===== src/rtl/core/sfd_pkg.sv =====
// ----------------------------------------------------------------------------
// sfd_pkg
// Shared types and constants of the serial frame deframer: parser phases,
// configuration register indexes and reset values, and the result record.
// ----------------------------------------------------------------------------
package sfd_pkg;

    // byte width of the configuration and result byte fields
    localparam int unsigned ByteW = 8;

    // configuration port
    localparam int unsigned CfgIdxW = 3;
    localparam logic [CfgIdxW-1:0] CFG_HEADER_VALUE    = 3'd0;
    localparam logic [CfgIdxW-1:0] CFG_FIRST_ID        = 3'd1;
    localparam logic [CfgIdxW-1:0] CFG_SECOND_ID       = 3'd2;
    localparam logic [CfgIdxW-1:0] CFG_FIRST_FUNCTION  = 3'd3;
    localparam logic [CfgIdxW-1:0] CFG_SECOND_FUNCTION = 3'd4;
    localparam logic [CfgIdxW-1:0] CFG_LENGTH_LIMIT    = 3'd5;

    // register values after reset
    localparam logic [ByteW-1:0] RST_HEADER_VALUE    = 8'hAA;
    localparam logic [ByteW-1:0] RST_FIRST_ID        = 8'h29;
    localparam logic [ByteW-1:0] RST_SECOND_ID       = 8'h30;
    localparam logic [ByteW-1:0] RST_FIRST_FUNCTION  = 8'h05;
    localparam logic [ByteW-1:0] RST_SECOND_FUNCTION = 8'hA4;
    localparam logic [ByteW-1:0] RST_LENGTH_LIMIT    = 8'd50;

    // parser phase
    typedef enum logic [2:0] {
        PH_HUNT    = 3'd0,
        PH_ID      = 3'd1,
        PH_FUNC    = 3'd2,
        PH_LEN     = 3'd3,
        PH_PAYLOAD = 3'd4,
        PH_TRAILER = 3'd5
    } phase_t;

    // configuration register set
    typedef struct packed {
        logic [ByteW-1:0] header_value;
        logic [ByteW-1:0] first_id;
        logic [ByteW-1:0] second_id;
        logic [ByteW-1:0] first_function;
        logic [ByteW-1:0] second_function;
        logic [ByteW-1:0] length_limit;
    } cfg_t;

    // one result transaction
    typedef struct packed {
        logic [ByteW-1:0] data_byte;
        logic [ByteW-1:0] frame_id;
        logic [ByteW-1:0] function_code;
        logic [ByteW-1:0] byte_index;
        logic             last;
    } result_t;

endpackage


===== src/rtl/core/sfd_rx_if.sv =====
// ----------------------------------------------------------------------------
// sfd_rx_if
// Received byte channel: valid/ready handshake with one byte of payload.
// ----------------------------------------------------------------------------
interface sfd_rx_if;

    logic       valid;
    logic       ready;
    logic [7:0] rx_byte;

    modport source (output valid, output rx_byte, input ready);
    modport sink   (input valid, input rx_byte, output ready);

endinterface


===== src/rtl/core/sfd_res_if.sv =====
// ----------------------------------------------------------------------------
// sfd_res_if
// Result channel: valid/ready handshake carrying one payload or trailer byte
// together with the frame id, function code, index and last flag.
// ----------------------------------------------------------------------------
interface sfd_res_if;

    logic       valid;
    logic       ready;
    logic [7:0] data_byte;
    logic [7:0] frame_id;
    logic [7:0] function_code;
    logic [7:0] byte_index;
    logic       last;

    modport source (
        output valid, output data_byte, output frame_id, output function_code,
        output byte_index, output last, input ready
    );
    modport sink (
        input valid, input data_byte, input frame_id, input function_code,
        input byte_index, input last, output ready
    );

endinterface


===== src/rtl/core/sfd_parser.sv =====
// ----------------------------------------------------------------------------
// sfd_parser
// Frame parser state machine. On each step it consumes one byte, updates
// phase and frame context, and flags whether the byte yields a result.
// ----------------------------------------------------------------------------
module sfd_parser
    import sfd_pkg::*;
(
    input  logic             clk,
    input  logic             rst_n,
    input  logic             step,
    input  logic [ByteW-1:0] rx_byte,
    input  cfg_t             cfg,
    output logic             emit,
    output result_t          result
);

    phase_t           phase_reg, phase_next;
    logic [ByteW-1:0] remaining_reg, remaining_next;
    logic [ByteW-1:0] position_reg, position_next;
    logic [ByteW-1:0] held_id_reg, held_id_next;
    logic [ByteW-1:0] held_function_reg, held_function_next;

    logic id_match;
    logic func_match;
    logic len_ok;
    logic [ByteW-1:0] remaining_dec;

    // byte checks against the configured values
    assign id_match      = (rx_byte == cfg.first_id) || (rx_byte == cfg.second_id);
    assign func_match    = (rx_byte == cfg.first_function)
                        || (rx_byte == cfg.second_function);
    assign len_ok        = (rx_byte < cfg.length_limit);
    assign remaining_dec = remaining_reg - 8'd1;

    // next state and frame context
    always_comb
    begin
        phase_next         = phase_reg;
        remaining_next     = remaining_reg;
        position_next      = position_reg;
        held_id_next       = held_id_reg;
        held_function_next = held_function_reg;
        if (step)
        begin
            unique case (phase_reg)
                PH_HUNT:
                begin
                    phase_next = (rx_byte == cfg.header_value) ? PH_ID : PH_HUNT;
                end
                PH_ID:
                begin
                    if (id_match)
                    begin
                        held_id_next = rx_byte;
                        phase_next   = PH_FUNC;
                    end
                    else
                    begin
                        phase_next = PH_HUNT;
                    end
                end
                PH_FUNC:
                begin
                    if (func_match)
                    begin
                        held_function_next = rx_byte;
                        phase_next         = PH_LEN;
                    end
                    else
                    begin
                        phase_next = PH_HUNT;
                    end
                end
                PH_LEN:
                begin
                    if (len_ok)
                    begin
                        remaining_next = rx_byte;
                        position_next  = '0;
                        phase_next     = PH_PAYLOAD;
                    end
                    else
                    begin
                        phase_next = PH_HUNT;
                    end
                end
                PH_PAYLOAD:
                begin
                    if (remaining_reg != '0)
                    begin
                        remaining_next = remaining_dec;
                        position_next  = position_reg + 8'd1;
                        phase_next     = (remaining_dec == '0) ? PH_TRAILER : PH_PAYLOAD;
                    end
                    else
                    begin
                        // zero-length frame: byte is dropped silently
                        phase_next = PH_HUNT;
                    end
                end
                PH_TRAILER:
                begin
                    phase_next = PH_HUNT;
                end
                default:
                begin
                    phase_next = PH_HUNT;
                end
            endcase
        end
    end

    // result generation
    always_comb
    begin
        emit                 = 1'b0;
        result.data_byte     = rx_byte;
        result.frame_id      = held_id_reg;
        result.function_code = held_function_reg;
        result.byte_index    = position_reg;
        result.last          = 1'b0;
        unique case (phase_reg)
            PH_PAYLOAD:
            begin
                emit = step && (remaining_reg != '0);
            end
            PH_TRAILER:
            begin
                emit        = step;
                result.last = 1'b1;
            end
            default:
            begin
                emit = 1'b0;
            end
        endcase
    end

    // state registers
    always_ff @(posedge clk or negedge rst_n)
    begin
        if (!rst_n)
        begin
            phase_reg         <= PH_HUNT;
            remaining_reg     <= '0;
            position_reg      <= '0;
            held_id_reg       <= '0;
            held_function_reg <= '0;
        end
        else
        begin
            phase_reg         <= phase_next;
            remaining_reg     <= remaining_next;
            position_reg      <= position_next;
            held_id_reg       <= held_id_next;
            held_function_reg <= held_function_next;
        end
    end

endmodule


===== src/rtl/core/serial_frame_deframer.sv =====
// ----------------------------------------------------------------------------
// serial_frame_deframer
// Parses header / id / function / length / payload / trailer frames from a
// received byte stream and streams payload and trailer bytes out.
// ----------------------------------------------------------------------------
// Takes one received byte per clock cycle, sustained, as long as the result
// side keeps tx.ready high; while a pending result is held off, the captured
// byte waits and the input stalls once the input register is full. A byte is
// first captured in an input register, then handled by the parser state
// machine once the output register can take a result; the parser writes any
// result into the output register, which presents it on tx. Payload bytes
// come out with last low, the trailer byte with last high; header, id,
// function code and length bytes, every mismatching byte and the byte after
// a zero length value produce nothing. Configuration registers are written
// through cfg_we / cfg_index / cfg_data and should only change while no
// frame is in flight.
module serial_frame_deframer
    import sfd_pkg::*;
(
    input  logic               clk,
    input  logic               rst_n,
    input  logic               cfg_we,
    input  logic [CfgIdxW-1:0] cfg_index,
    input  logic [ByteW-1:0]   cfg_data,
    sfd_rx_if.sink             rx,
    sfd_res_if.source          tx
);

    cfg_t             cfg_reg;
    logic             in_valid_reg;
    logic [ByteW-1:0] in_byte_reg;
    logic             out_valid_reg;
    result_t          out_reg;
    logic             advance;
    logic             emit;
    result_t          result;

    // configuration writes
    always_ff @(posedge clk or negedge rst_n)
    begin
        if (!rst_n)
        begin
            cfg_reg.header_value    <= RST_HEADER_VALUE;
            cfg_reg.first_id        <= RST_FIRST_ID;
            cfg_reg.second_id       <= RST_SECOND_ID;
            cfg_reg.first_function  <= RST_FIRST_FUNCTION;
            cfg_reg.second_function <= RST_SECOND_FUNCTION;
            cfg_reg.length_limit    <= RST_LENGTH_LIMIT;
        end
        else if (cfg_we)
        begin
            unique case (cfg_index)
                CFG_HEADER_VALUE:    cfg_reg.header_value    <= cfg_data;
                CFG_FIRST_ID:        cfg_reg.first_id        <= cfg_data;
                CFG_SECOND_ID:       cfg_reg.second_id       <= cfg_data;
                CFG_FIRST_FUNCTION:  cfg_reg.first_function  <= cfg_data;
                CFG_SECOND_FUNCTION: cfg_reg.second_function <= cfg_data;
                CFG_LENGTH_LIMIT:    cfg_reg.length_limit    <= cfg_data;
                default:             cfg_reg                 <= cfg_reg;
            endcase
        end
    end

    // the captured byte moves on when the output register can take a result
    assign advance  = in_valid_reg && (!out_valid_reg || tx.ready);
    assign rx.ready = !in_valid_reg || advance;

    // input register
    always_ff @(posedge clk or negedge rst_n)
    begin
        if (!rst_n)
        begin
            in_valid_reg <= 1'b0;
        end
        else if (rx.ready)
        begin
            in_valid_reg <= rx.valid;
        end
    end

    always_ff @(posedge clk)
    begin
        if (rx.valid && rx.ready)
        begin
            in_byte_reg <= rx.rx_byte;
        end
    end

    // frame parser
    sfd_parser u_parser (
        .clk     (clk),
        .rst_n   (rst_n),
        .step    (advance),
        .rx_byte (in_byte_reg),
        .cfg     (cfg_reg),
        .emit    (emit),
        .result  (result)
    );

    // output register
    always_ff @(posedge clk or negedge rst_n)
    begin
        if (!rst_n)
        begin
            out_valid_reg <= 1'b0;
        end
        else if (advance)
        begin
            out_valid_reg <= emit;
        end
        else if (tx.ready)
        begin
            out_valid_reg <= 1'b0;
        end
    end

    always_ff @(posedge clk)
    begin
        if (advance && emit)
        begin
            out_reg <= result;
        end
    end

    // result transaction
    assign tx.valid         = out_valid_reg;
    assign tx.data_byte     = out_reg.data_byte;
    assign tx.frame_id      = out_reg.frame_id;
    assign tx.function_code = out_reg.function_code;
    assign tx.byte_index    = out_reg.byte_index;
    assign tx.last          = out_reg.last;

endmodule

===== src/flat_wrapper.sv =====
// flat-port wrapper written by rule: the top's interface ports become plain ports
module serial_frame_deframer_flat import sfd_pkg::*;
  (clk, rst_n, cfg_we, cfg_index, cfg_data, rx_valid, rx_rx_byte, rx_ready, tx_valid, tx_data_byte, tx_frame_id, tx_function_code, tx_byte_index, tx_last, tx_ready);
  sfd_rx_if rx_i ();
  sfd_res_if tx_i ();
  input  logic clk;
  input  logic rst_n;
  input  logic cfg_we;
  input  logic [CfgIdxW-1:0] cfg_index;
  input  logic [ByteW-1:0] cfg_data;
  input wire logic [$bits(rx_i.valid)-1:0] rx_valid;
  input wire logic [$bits(rx_i.rx_byte)-1:0] rx_rx_byte;
  output wire logic [$bits(rx_i.ready)-1:0] rx_ready;
  output wire logic [$bits(tx_i.valid)-1:0] tx_valid;
  output wire logic [$bits(tx_i.data_byte)-1:0] tx_data_byte;
  output wire logic [$bits(tx_i.frame_id)-1:0] tx_frame_id;
  output wire logic [$bits(tx_i.function_code)-1:0] tx_function_code;
  output wire logic [$bits(tx_i.byte_index)-1:0] tx_byte_index;
  output wire logic [$bits(tx_i.last)-1:0] tx_last;
  input wire logic [$bits(tx_i.ready)-1:0] tx_ready;
  assign rx_i.valid = rx_valid;
  assign rx_i.rx_byte = rx_rx_byte;
  assign rx_ready = rx_i.ready;
  assign tx_valid = tx_i.valid;
  assign tx_data_byte = tx_i.data_byte;
  assign tx_frame_id = tx_i.frame_id;
  assign tx_function_code = tx_i.function_code;
  assign tx_byte_index = tx_i.byte_index;
  assign tx_last = tx_i.last;
  assign tx_i.ready = tx_ready;
  serial_frame_deframer u_core (.clk(clk), .rst_n(rst_n), .cfg_we(cfg_we), .cfg_index(cfg_index), .cfg_data(cfg_data), .rx(rx_i), .tx(tx_i));
endmodule

===== config.mk =====
export PLATFORM = sky130hd
export DESIGN_NAME = serial_frame_deframer_flat
export DESIGN_NICKNAME = d
export VERILOG_FILES = /design/src/rtl/core/sfd_pkg.sv /design/src/rtl/core/sfd_rx_if.sv /design/src/rtl/core/sfd_res_if.sv /design/src/rtl/core/sfd_parser.sv /design/src/rtl/core/serial_frame_deframer.sv /design/src/flat_wrapper.sv
export SDC_FILE = /design/constraint.sdc
export NUM_CORES = 1
export LEC_CHECK = 0
export ABC_AREA = 0
export CAP_MARGIN = 20
export CORE_MARGIN = 4
export CORE_UTILIZATION = 30
export CTS_CLUSTER_DIAMETER = 50
export CTS_CLUSTER_SIZE = 28
export DETAILED_ROUTE_END_ITERATION = 8
export DONT_BUFFER_PORTS = 1
export GPL_ROUTABILITY_DRIVEN = 0
export SLEW_MARGIN = 25
export SYNTH_ARGS = -nofsm -noshare
export SYNTH_HDL_FRONTEND = slang
export SYNTH_SLANG_ARGS = --single-unit

===== constraint.sdc =====
create_clock -name clk -period 2.38 [get_ports clk]
set_input_delay 0.357 -clock clk [delete_from_list [all_inputs] [get_ports clk]]
set_output_delay 0.357 -clock clk [all_outputs]
set_load 0.02 [all_outputs]

==> summary.txt, run 1 <==
Synth
  – Syn avg cell area: 13.62 um2
  – Share of the synthesized area in the top cell type: 0.3047
  – Sequential element share of the synthesized area: 0.6052
  – Ys flop type: dfrtp_1
  – Most frequent cell after synthesis: dfrtp_1
  – #FFs+latches synth: 126
  – Cell taking the most area after synthesis: dfrtp_1
  – Netlist Area Pre-Place: approximately 5600 um2
  – Post-Syn Nets: 445
  – Post-synth EDFFs: 41
  – Yosys warning count: 0
  – Async SR Flop Fraction: 0.6746
  – Synth area leaders: dfrtp_1 (30%), edfxtp_1 (22%), mux2_2 (13%), dfstp_2 (8.0%), xnor2_1 (5.2%)
  – Post-synthesis cell type count: 45
  – Synth top cells by count: dfrtp_1 (68), mux2_2 (64), edfxtp_1 (41)
  – Syn Inst Count: between 400 and 500

Pwr
  – Sequential share of power: 0.423
  – VDD IR max: 0.4954 mV
  – Switching Share: 0.2270
  – Pwr Density: 941.4 nW/um2
  – Switch Pwr: 1.418 mW
  – Internal power: 4.827 mW
  – Leak: 2.713 nW
  – Clock power frac: 0.476
  – Power consumption: 6.245 mW
  – Power share of the combinational group: 0.101

Critical path
  – Count of buffer and inverter cells on the critical path: 0
  – CP max stage delay: approximately 0.57 ns
  – Critical-path top delay cell: edfxtp_1
  – Worst Setup End Kind: flop
  – Critical Path AT: 2.51 ns
  – CP Data Required Time: between 2 and 3 ns
  – CP cell instances: ha_1 > a211o_1 > o211ai_1 > and3_1 > nand2_1 > o221a_2
  – Startpoint class of the critical path: flop
  – Crit Path Class: reg2reg
  – Top delay family on crit path: compound AO/OA/AOI/OAI gates
  – Crit Path Max Fanout: 8

CTS
  – Clk Latency, worst-skew pair: 0.42 ns
  – Max Buffers Root-to-Sink: 2
  – Inserted Clock Buffers: 17
  – Root Driver: clkbuf_16
  – CTS sink cnt: 126
  – Post-cts resize count: 0
  – Clock slew at reported path FFs: 0.06 ns
  – TritonCTS clock tree: done
  – Htree depth: 4

STA
  – Final hold slack: 0.03376 ns
  – Least-Margin Pin Slew: 0.8306 ns
  – Unrepaired setup endpoints after global routing: false
  – Final setup fails: 0
  – Slew HR: 0.4439
  – Final min period: between 2 and 2.5 ns
  – Worst setup slack after layout: around 0.17 ns
  – Fin Setup TNS: 0 ns
  – Final Max Tran Viols: 0
  – Clock skew: 0.005033 ns
  – Final hold viol count: 0
  – Fmax: about 0.45 GHz
  – Tcrit/Tclk final: 0.9304

Finish
  – Share of cells above drive strength 1: 0.3281
  – Final nets: about 470
  – Layout area overhead: 18.80%
  – Final design utilization: 0.3656
  – Non-Filler Instances: 674
  – # fillers: 1716
  – Area of the multi-input gates: 2059 um2
  – Design area: between 6000 and 7000 um2
  – FF+latch area: 3379 um2
  – Diode count: 0
  – Max reg flops: 48

Route
  – Drt first pass iters: 4
  – DRT Wirelength: 12310 um
  – Antenna Nets Post-Route: 0
  – Vias: between 3k and 4k
  – Avg WL per Cell: 18.27 um
  – Routed vias/inst: 4.898
  – Remaining DRCs: 0
  – Drt first-iter violations: around 300

Placement
  – DP HPWL: 8782 um
  – Port bufs: 0
  – Placed Area: 5891 um2
  – DP Worst Slack: 0.08042 ns
  – Number of placed cells counting well taps: approximately 640

Floorplan
  – Initial Util: 0.3077
  – Die Span X: 144.4 um
  – Placeable Area: 18150 um2
  – Die Height: 144.4 um
  – Die area: 20860 um2
  – Cell row count: 49
  – # IOs: 59

Global route
  – Total Routing Usage GR: 0.1265
  – Initial antenna violation count: 1
  – Vias in the first global route: 3386
  – First-pass GRT wire length: about 20000 um
  – Largest net degree at the start of global routing: between 80 and 90
  – Overflow after GRT: 0

Outcome
  – Status: complete, no violations

Worst hold path
  – Hold crit path type: in2reg

Job
  – MaxCap Viol Count: 0
## per-layer routing
layer | global-route usage | vias up | part of all wire
met5 | 0 | - | 0.0011
met4 | 0.04369 | 2 | 0.013
met3 | 0.04960 | 14 | 0.049
met2 | 0.2031 | 74 | 0.50
met1 | 0.1557 | 1671 | 0.43
li1 | - | 1540 | -
## worst paths after layout
check	from	end	slack (ns)	cells past startpoint
worst max-delay path	u_core.in_byte_reg[4]$_DFFE_PP_	u_core.u_parser.remaining_reg[7]$_DFFE_PN0P_	0.17	6
worst min-delay path	rx_rx_byte[7]	u_core.in_byte_reg[7]$_DFFE_PP_	0.03	0
worst max register to register	u_core.in_byte_reg[4]$_DFFE_PP_	u_core.u_parser.remaining_reg[7]$_DFFE_PN0P_	0.17	6
worst min register to register	u_core.u_parser.held_id_reg[7]$_DFFE_PN0P_	u_core.tx.frame_id[7]$_DFFE_PP_	0.45	0
max in group asynchronous	rst_n	u_core.cfg_reg[15]$_DFFE_PN1P_	1.48	2
min in group asynchronous	rst_n	u_core.u_parser.position_reg[7]$_DFFE_PN0P_	0.51	2
## power groups by stage
stage	sequential, mW	clock [mW]	combinational, mW
6_report	2.64	2.97	0.631
5_1_grt	2.67	3.13	0.711
4_1_cts	2.65	3.03	0.629
3_5_place_dp	2.69	0	0.589
3_3_place_gp	2.68	0	0.574
2_1_floorplan	2.63	0	0.497
## worst reg2reg max path, cell delays in order, from the launching register on
cell and delay, ns:
edfxtp_1 0.57, ha_1 0.29, a211o_1 0.29, o211ai_1 0.13, and3_1 0.25, nand2_1 0.23
o221a_2 0.35
## area by class of cell
type,instances,area share
Sequential cell,126,0.5094
Timing Repair Buffer,20,0.02603
Clock buffer,17,0.06413
Tap cell,229,0.04319
Multi-Input combinational cell,253,0.3104
Clock inverter,15,0.03885
Inverter,14,0.007922
## repair_timing
item | in CTS | in global routing
setup endpoints to repair | 0 | 8
hold endpoints to repair | 85 | 0
hold buffers | 2 | 0
setup buffers | 0 | 3
## cells in the final DEF (no fill, tap or decap), drive strengths merged, types with 5 or more instances in the layout
cell type	count
edfxtp	41
a21oi	7
nand2	16
o21ai	19
nand3	8
dfstp	17
inv	19
nor3	5
xor2	8
nand4	13
dfrtp	68
clkbuf	17
nand2b	6
xnor2	33
mux2	64
bufinv	6
ha	11
nor2	16
buf	19
## cell families after synthesis
family,share of synthesized area
buffers and inverters,0.02599
XOR/XNOR,0.06431
AND/OR/NAND/NOR,0.09769
multiplexers,0.1291
adder cells (fa/ha/maj),0.02465
flip-flops,0.6052
AO/OA/AOI/OAI,0.05310
Note: power is estimated with default switching activity, not from simulation.
==> run 2, diff against run 1 <==
--- a/config.mk
+++ b/config.mk
@@ -14,6 +14,7 @@
 export DETAILED_ROUTE_END_ITERATION = 8
 export DONT_BUFFER_PORTS = 1
 export GPL_ROUTABILITY_DRIVEN = 0
+export RECOVER_POWER = 50
 export SLEW_MARGIN = 25
 export SYNTH_ARGS = -nofsm -noshare
 export SYNTH_HDL_FRONTEND = slang
==> run 2 against run 1 <==
  * Via count about the same
  * Sequential power about the same
  * Critical path type unchanged
  * Cell count did not move
==> summary.txt, run 2 (synthesis gave the netlist of run 1 again) <==
Outcome
  – Status: complete, no violations

Critical path
  – Crit Path Class: reg2reg
  – Crit Path Max Fanout: 8
  – Count of buffer and inverter cells on the critical path: 0
  – Worst Setup End Kind: flop
  – CP max stage delay: 0.57 ns
  – Critical Path AT: 2.51 ns
  – Top delay family on crit path: compound AO/OA/AOI/OAI gates
  – Critical-path top delay cell: edfxtp_1
  – Startpoint class of the critical path: flop
  – CP Data Required Time: between 2 and 3 ns
  – CP cell instances: ha_1 > a211o_1 > o211ai_1 > and3_1 > nand2_1 > o221a_2

Pwr
  – Sequential share of power: 0.423
  – Switching Share: 0.2273
  – Leak: 2.691 nW
  – Switch Pwr: 1.418 mW
  – Clock power frac: 0.477
  – Power share of the combinational group: 0.100
  – Internal power: 4.821 mW
  – Pwr Density: about 950 nW/um2
  – VDD IR max: 0.4957 mV

Job
  – MaxCap Viol Count: 0

CTS
  – Clk Latency, worst-skew pair: 0.42 ns
  – Inserted Clock Buffers: 17
  – Clock slew at reported path FFs: 0.06 ns
  – TritonCTS clock tree: done
  – Root Driver: clkbuf_16
  – Max Buffers Root-to-Sink: 2
  – CTS sink cnt: 126
  – Htree depth: 4

STA
  – Worst setup slack after layout: roughly 0.17 ns
  – Least-Margin Pin Slew: 1.176 ns
  – Fmax: 0.4520 GHz
  – Clock skew: 0.005023 ns
  – Slew HR: 0.2157
  – Final hold slack: between 0.03 and 0.04 ns
  – Unrepaired setup endpoints after global routing: false
  – Final min period: 2.212 ns
  – Final hold viol count: 0
  – Tcrit/Tclk final: 0.9296
  – Final Max Tran Viols: 0
  – Fin Setup TNS: 0 ns
  – Final setup fails: 0

Route
  – Remaining DRCs: 0
  – Vias: 3304
  – Routed vias/inst: 4.902
  – Avg WL per Cell: 18.30 um
  – Drt first pass iters: 4
  – DRT Wirelength: 12340 um
  – Antenna Nets Post-Route: 0
  – Drt first-iter violations: around 300

Worst hold path
  – Hold crit path type: in2reg

Floorplan
  – Cell row count: between 40 and 50
  – Die Span X: around 140 um
  – Placeable Area: 18150 um2
  – # IOs: 59
  – Die area: 20860 um2
  – Die Height: 144.4 um
  – Initial Util: 0.3077

Global route
  – Initial antenna violation count: 1
  – Largest net degree at the start of global routing: 86
  – First-pass GRT wire length: 19680 um
  – Vias in the first global route: 3386
  – Total Routing Usage GR: 0.1265
  – Overflow after GRT: 0

Finish
  – Final nets: around 470
  – Design area: 6593 um2
  – Commonest non-fill, non-tap cell in the layout: dfrtp_1
  – Diode count: 0
  – # fillers: 1724
  – Layout area overhead: 18.06%
  – Share of cells above drive strength 1: 0.3169
  – Most frequent cells in the layout: dfrtp_1 (68), mux2_2 (64), edfxtp_1 (41)
  – Max reg flops: 48

Placement
  – DP Worst Slack: 0.08042 ns
  – Placed Area: 5891 um2
  – Port bufs: 0
  – DP HPWL: roughly 8800 um
[run 2: changes by cell type in the layout (fill, tap and decap cells not counted)]
| cell | change |
|---|---|
| nor3b_1 | +1 |
| clkbuf_1 | +3 |
| buf_16 | -1 |
| nor3_1 | +1 |
| nor3b_2 | -1 |
| clkbuf_4 | +1 |
| nor3_2 | -1 |
| buf_4 | -3 |
[run 2: worst reg2reg max path, stage by stage (launching register included)]
cell and delay (ns):
edfxtp_1 0.57, ha_1 0.29, a211o_1 0.29, o211ai_1 0.13, and3_1 0.25, nand2_1 0.23, o221a_2 0.35
[run 2: cell type report]
cell class	instances	area, um2	area share
clock buffers	17	425.4	0.06453
inverters	14	52.55	0.007971
flip-flops and latches	126	3379	0.5126
well taps	229	286.5	0.04346
multi-input cells	253	2049	0.3109
repair buffers	20	141.4	0.02145
clock inverters	15	257.7	0.03910
[run 2: worst paths after layout]
check                                                      startpoint                                           end  slack (ns)  cells past startpoint
setup reg to reg                      u_core.in_byte_reg[4]$_DFFE_PP_  u_core.u_parser.remaining_reg[7]$_DFFE_PN0P_        0.17                      6
hold reg to reg            u_core.u_parser.held_id_reg[7]$_DFFE_PN0P_               u_core.tx.frame_id[7]$_DFFE_PP_        0.45                      0
max in group asynchronous                                       rst_n    u_core.u_parser.held_id_reg[2]$_DFFE_PN0P_        0.85                      2
setup / recovery                      u_core.in_byte_reg[4]$_DFFE_PP_  u_core.u_parser.remaining_reg[7]$_DFFE_PN0P_        0.17                      6
hold / removal                                          rx_rx_byte[7]               u_core.in_byte_reg[7]$_DFFE_PP_        0.03                      0
min in group asynchronous                                       rst_n   u_core.u_parser.position_reg[7]$_DFFE_PN0P_        0.76                      2
[run 2: per-stage QoR]
| stage | instances | power, mW | util |
|---|---|---|---|
| final | 674 | 6.239 | 0.3633 |
| after global routing | 674 | 6.503 | 0.3633 |
| after floorplan | 410 | 3.124 | - |
| after detailed placement | 637 | 3.278 | 0.3246 |
| after CTS | 671 | 6.311 | 0.3643 |
| after global placement | 637 | 3.254 | 0.3246 |
[run 2: timing repair]
item | in CTS | in global routing
hold buffers | 2 | 0
endpoints found under the setup margin | 0 | 8
hold endpoints to repair | 85 | 0
resized for setup | 0 | 0
setup buffers | 0 | 3
[run 2: metal layers]
metal | share of wire | vias to the layer above | GRT usage | routed length [um]
li1 | - | 1537 | - | -
met1 | 0.43 | 1677 | 0.1557 | 5350
met2 | 0.50 | 74 | 0.2031 | 6193
met3 | 0.050 | 14 | 0.04960 | 620
met4 | 0.013 | 2 | 0.04369 | 158
met5 | 0.0011 | - | 0 | 13
[run 2: power groups by stage]
stage / Combinational (mW) / Clock [mW] / Sequential, mW
final: 0.624 / 2.97 / 2.64
after global routing: 0.704 / 3.13 / 2.67
after CTS: 0.629 / 3.03 / 2.65
after detailed placement: 0.589 / 0 / 2.69
after global placement: 0.574 / 0 / 2.68
after floorplan: 0.497 / 0 / 2.63
